<file path="src/hw/rtl/pli_pkg.sv">
`timescale 1ns / 1ps
// Shared widths, FSM codes and the request/response bundles of the serial multiply-divide unit.
// No dependencies; pli_muldiv and the top module of the interpolator import this package.
package pli_pkg;

    localparam int FREQ_W = 40;            // breakpoint / query frequency, unsigned
    localparam int VAL_W  = 32;            // breakpoint / result value, signed Q16.16
    localparam int MAG_W  = VAL_W + 1;     // magnitude of y2 - y1
    localparam int PROD_W = MAG_W + FREQ_W; // full width of mag * (f - x1)
    localparam int IDX_W  = 8;             // breakpoint index as seen on the stream
    localparam int PTS_W  = 9;             // points_used register
    localparam int CNT_W  = 7;             // step counter of the serial unit

    // Command carried in s_tuser
    typedef enum logic [0:0] {
        CMD_WRITE = 1'b0,
        CMD_QUERY = 1'b1
    } cmd_t;

    // Status carried in m_tuser
    typedef enum logic [0:0] {
        STATUS_OK     = 1'b0,
        STATUS_NO_SEG = 1'b1
    } status_t;

    typedef struct packed {
        logic              start;
        logic [MAG_W-1:0]  mag;
        logic [FREQ_W-1:0] num;
        logic [FREQ_W-1:0] den;
    } md_req_t;

    typedef struct packed {
        logic             done;
        logic [MAG_W-1:0] quot;
    } md_rsp_t;

    typedef enum logic [2:0] {
        MD_IDLE = 3'b001,
        MD_MUL  = 3'b010,
        MD_DIV  = 3'b100
    } md_state_t;

    typedef enum logic [7:0] {
        ST_IDLE  = 8'b0000_0001,
        ST_FIRST = 8'b0000_0010,
        ST_LAST  = 8'b0000_0100,
        ST_CLAMP = 8'b0000_1000,
        ST_SCAN  = 8'b0001_0000,
        ST_PREP  = 8'b0010_0000,
        ST_CALC  = 8'b0100_0000,
        ST_RES   = 8'b1000_0000
    } pli_state_t;

endpackage

</file>
<file path="src/hw/rtl/pli_muldiv.sv">
`timescale 1ns / 1ps
// Bit-serial unit: floor(mag * num / den) by shift-add multiply then restoring divide.
// Depends on pli_pkg for widths and the request/response bundles.
module pli_muldiv (
    input  logic             clk,
    input  logic             rst_n,
    input  pli_pkg::md_req_t req,
    output pli_pkg::md_rsp_t rsp
);

    import pli_pkg::*;

    localparam int MUL_STEPS = FREQ_W;
    localparam int DIV_STEPS = PROD_W;

    md_state_t         state_reg, state_next;
    logic [CNT_W-1:0]  cnt_reg, cnt_next;
    logic [PROD_W-1:0] prod_reg, prod_next;
    logic [MAG_W-1:0]  mag_reg;
    logic [FREQ_W-1:0] den_reg;
    logic [FREQ_W-1:0] rem_reg, rem_next;
    logic              done_reg, done_next;

    logic [MAG_W:0]    mul_sum;
    logic [FREQ_W:0]   div_shl;
    logic [FREQ_W:0]   div_diff;
    logic              div_ge;

    // Multiply: add mag into the upper half when the low bit is set, shift right.
    assign mul_sum = {1'b0, prod_reg[PROD_W-1 -: MAG_W]}
                   + (prod_reg[0] ? {1'b0, mag_reg} : {(MAG_W+1){1'b0}});

    // Divide: bring in the next dividend bit, subtract when it fits.
    assign div_shl  = {rem_reg, prod_reg[PROD_W-1]};
    assign div_diff = div_shl - {1'b0, den_reg};
    assign div_ge   = (div_shl >= {1'b0, den_reg});

    always_comb
    begin
        state_next = state_reg;
        cnt_next   = cnt_reg;
        prod_next  = prod_reg;
        rem_next   = rem_reg;
        done_next  = 1'b0;
        unique case (state_reg)
            MD_IDLE:
            begin
                if (req.start)
                begin
                    prod_next  = {{MAG_W{1'b0}}, req.num};
                    cnt_next   = '0;
                    state_next = MD_MUL;
                end
            end
            MD_MUL:
            begin
                prod_next = {mul_sum, prod_reg[FREQ_W-1:1]};
                cnt_next  = cnt_reg + 1'b1;
                if (cnt_reg == CNT_W'(MUL_STEPS - 1))
                begin
                    cnt_next   = '0;
                    rem_next   = '0;
                    state_next = MD_DIV;
                end
            end
            MD_DIV:
            begin
                prod_next = {prod_reg[PROD_W-2:0], div_ge};
                rem_next  = div_ge ? div_diff[FREQ_W-1:0] : div_shl[FREQ_W-1:0];
                cnt_next  = cnt_reg + 1'b1;
                if (cnt_reg == CNT_W'(DIV_STEPS - 1))
                begin
                    done_next  = 1'b1;
                    state_next = MD_IDLE;
                end
            end
            default:
            begin
                state_next = MD_IDLE;
            end
        endcase
    end

    always_ff @(posedge clk or negedge rst_n)
    begin
        if (!rst_n)
        begin
            state_reg <= MD_IDLE;
            cnt_reg   <= '0;
            done_reg  <= 1'b0;
        end
        else
        begin
            state_reg <= state_next;
            cnt_reg   <= cnt_next;
            done_reg  <= done_next;
        end
    end

    always_ff @(posedge clk)
    begin
        prod_reg <= prod_next;
        rem_reg  <= rem_next;
        if (state_reg == MD_IDLE && req.start)
        begin
            mag_reg <= req.mag;
            den_reg <= req.den;
        end
    end

    // Quotient is below 2^MAG_W because num never exceeds den.
    assign rsp.done = done_reg;
    assign rsp.quot = prod_reg[MAG_W-1:0];

endmodule

</file>
<file path="config.mk">
export PLATFORM = sky130hd
export DESIGN_NAME = pli_muldiv
export DESIGN_NICKNAME = d
export VERILOG_FILES = /design/src/hw/rtl/pli_pkg.sv /design/src/hw/rtl/pli_muldiv.sv
export SDC_FILE = /design/constraint.sdc
export NUM_CORES = 1
export LEC_CHECK = 0
export BUFFER_PORTS_ARGS = -buffer_cell sky130_fd_sc_hd__buf_4
export CAP_MARGIN = 30
export CORE_MARGIN = 3
export CORE_UTILIZATION = 47
export CTS_BUF_LIST = sky130_fd_sc_hd__clkbuf_4 sky130_fd_sc_hd__clkbuf_8
export CTS_CLUSTER_DIAMETER = 200
export DETAILED_ROUTE_END_ITERATION = 12
export HOLD_SLACK_MARGIN = 0.06
export PLACE_DENSITY = 0.68
export SLEW_MARGIN = 20
export SYNTH_ARGS = -nofsm -noshare
export SYNTH_HDL_FRONTEND = slang
export SYNTH_SLANG_ARGS = --single-unit
</file>
<file path="constraint.sdc">
create_clock -name clk -period 4.4 [get_ports clk]
set_input_delay 0.88 -clock clk [delete_from_list [all_inputs] [get_ports clk]]
set_output_delay 0.88 -clock clk [all_outputs]
set_load 0.02 [all_outputs]
</file>
==> results.cfg <==
[synth]
dominantRegCellSynth = edfxtp_1
synth_cells = 1186
ys_top_cells_by_count = 186 x edfxtp_1, 156 x nand2_1, 83 x nor2_1
synthMostInstantiatedCell = edfxtp_1
synth-warning-count = 0
synth_seq_area_share_pct = 48.1
synth_cell_type_count = 75
synth-seq-cells = 197
yosys.area.top_type = edfxtp_1
syn_area_per_cell_um2 = 10.3
netlist_top_cells_area = edfxtp_1 46%, ha_1 7.7%, nand2_1 4.8%, mux2i_1 2.7%, xnor2_1 2.7%
postSynth.asyncResetShare_pct = 5.58
postSynthNetCount = 1379
yosys.area.top_type_share_pct = 45.8
synth_enable_flop_cells = 186
syn-cell-area_um2 = 12200

[routing]
route.detailed.vias_per_inst = 5.57
route.detailed.drc = 0
dr.pass1.iters = 5
drt_wl_total_um = 27100
drtAntennaViolNets = 0
wl_per_cell_um = 16.6
routed-via-count = 9101
drt_iter0_markers = 605

[final_layout]
final_nets = 1484
antennaDiodeCount = 0
finish.utilization_pct = 55.1
max_ffs_per_register = 73
flow.area_growth_from_synthesis_pct = 14.5
drive_gt1_share_pct = 16.9

[critical_path]
critPathMaxFanout = 27
cp_data_required_time_ns = 4.64
r2r.worst_path.cells = 14
worst_setup_path_end_kind = register
r2r_setup_slack_ns = 0.68
timing.critical_path.arrival_ns = 3.96
start_kind = register
criticalPathCategory = reg -> reg

[die]
die_area_um2 = 27900
initial_core_util_pct = 48.1
fp.dieH_um = 167
core.rowCount = 58
die_width_um = 167
io-pin-count = 150
floorplan.core_area_um2 = 25300

[global_route]
grt_remaining_overflow = 0
grt_pass1_vias = 9140
antenna_found_initial = 1
grt_max_degree = 76
wire_length_of_the_first_global_routing_pass_um = 44500
track_usage_pct = 19.2

[timing]
slew_violations = 0
timing.slew.headroom_pct = 50.2
finalHoldViolations = 0
fmax_mhz = 269
worst_margin_slew_ns = 0.741
final_critical_path_share_of_the_clock_period_pct = 84.4
final.min_clock_period_ns = 3.72
setup_tns_ns = 0
grt_setup_unrepaired = false
clock-skew-final_ns = 0.0293
finalSetupViolations = 0

[power]
power.leakage_nw = 6.18
power.share.combinational_pct = 39.7
clock_power_share_pct = 18.9
power.internal_w = 0.00434
reg_power_share_pct = 41.4
total_switching_power_w = 0.00279
peakVddDrop_uv = 271
p_per_area_nw_per_um2 = 511
swShare_pct = 39.2

[place]
port_buffers = 149
detailed_placer_s_ending_hpwl_um = 18900
place.gp.congestion = 0.872

[cts]
htree_num_levels = 4
cts_made_buffers = 17
clock_insertion_delay_worst_skew_ns = 0.50
cts_repair_resize_count = 0
cts.reportedPaths.clkPinSlew_ns = 0.14
hold_buffers = 0
cts_tree = yes
clock-root-buffer = clkbuf_8
clock_sink_count = 197
post_cts_buffers = 0
clock_path_buffers = 2

[status]
result_of_the_run = complete, no violations

[worst_hold_path]
worst_hold_path_type = in -> async

[job]
maxCapViolCount = 0
critical path: stages, from the launching register on:
cell	delay [ns]
edfxtp_1	0.50
buf_4	0.26
nand2_1	0.13
inv_1	0.05
ha_1	0.29
a211oi_2	0.21
o21bai_1	0.13
o41ai_2	0.40
o41ai_2	0.15
a31o_2	0.30
a31o_1	0.26
a31oi_2	0.31
o41ai_2	0.13
a211oi_1	0.23
o21ai_0	0.10
path summary, 6_finish.rpt:
check,from,endpoint
worst min register to register,cnt_reg[0]$_DFFE_PN0P_,cnt_reg[0]$_DFFE_PN0P_
worst max-delay path,prod_reg[0]$_DFFE_PP_,prod_reg[72]$_DFFE_PP_
min in group clk,cnt_reg[0]$_DFFE_PN0P_,cnt_reg[0]$_DFFE_PN0P_
worst min-delay path,rst_n,cnt_reg[3]$_DFFE_PN0P_
max in group asynchronous,rst_n,state_reg[0]$_DFFE_PN1P_
worst max register to register,prod_reg[0]$_DFFE_PP_,prod_reg[72]$_DFFE_PP_
through the flow:
step	hold WS (ns)	setup slack [ns]	instances	instance area, um^2	power (W)
finish	0.181	0.685	1634	14000	0.00713
global route	0.151	0.374	1634	14000	0.00760
CTS	0.151	0.683	1631	13900	0.00714
detailed placement	0.522	0.710	1599	13400	0.00578
global placement	0.507	0.813	1599	13400	0.00574
floorplan	0.488	0.0917	1186	12200	0.00510
routing by layer:
layer	vias to the layer above	global-route usage (%)	share of wire [%]
li1	4498	-	-
met1	4369	25.2	45
met2	209	33.1	49
met3	23	3.85	4.5
met4	2	4.30	1.0
met5	-	0	0.074
kinds of logic after synthesis:
group,Yosys count,share of synthesized area (%)
XOR/XNOR,62,4.45
multiplexers,33,2.71
AND/OR/NAND/NOR,378,14.4
buffers and inverters,142,5.52
adder cells (fa/ha/maj),77,8.02
flip-flops,197,48.1
AO/OA/AOI/OAI,297,16.8
power groups by stage:
stage	registers, W	clock network [W]	logic (W)
floorplan	0.00291	0	0.00220
global placement	0.00300	0	0.00274
detailed placement	0.00300	0	0.00278
CTS	0.00297	0.00138	0.00279
global route	0.00301	0.00145	0.00314
finish	0.00295	0.00135	0.00283
layout make-up:
cell class              instances  area (um^2)
repair buffers                162         1280
multi-input cells             847         5680
clock buffers                  17          234
clock inverters                15          236
inverters                      66          253
flip-flops and latches        197         5860
well taps                     330          413
fillers                      2220        11400
placed cells by master, fill, tap and decap left out, types with 4 or more instances in the layout:
master	netlist	routed
dfrtp_1	10	10
mux2i_1	33	33
nand4_1	6	6
and2_1	35	35
a21oi_1	58	58
buf_4	37	158
o21a_1	5	5
nor3_1	10	10
inv_1	66	64
xnor2_1	37	37
o21ai_0	64	64
clkinv_8	0	6
nand3b_1	4	4
nor2b_1	8	8
edfxtp_1	186	186
o21ai_1	5	5
nand2_1	156	156
o31ai_1	4	4
ha_1	75	75
nor2_1	83	82
a21boi_0	4	4
o21bai_1	15	15
a21o_1	34	34
nand3_1	31	31
a31oi_1	6	6
a22oi_1	40	40
a211o_1	4	4
and3_1	7	7
xor2_1	25	25
nand2b_1	14	14
or3_1	7	7
clkbuf_8	0	17
a211oi_1	9	9
Note: power is estimated with default switching activity, not from simulation.
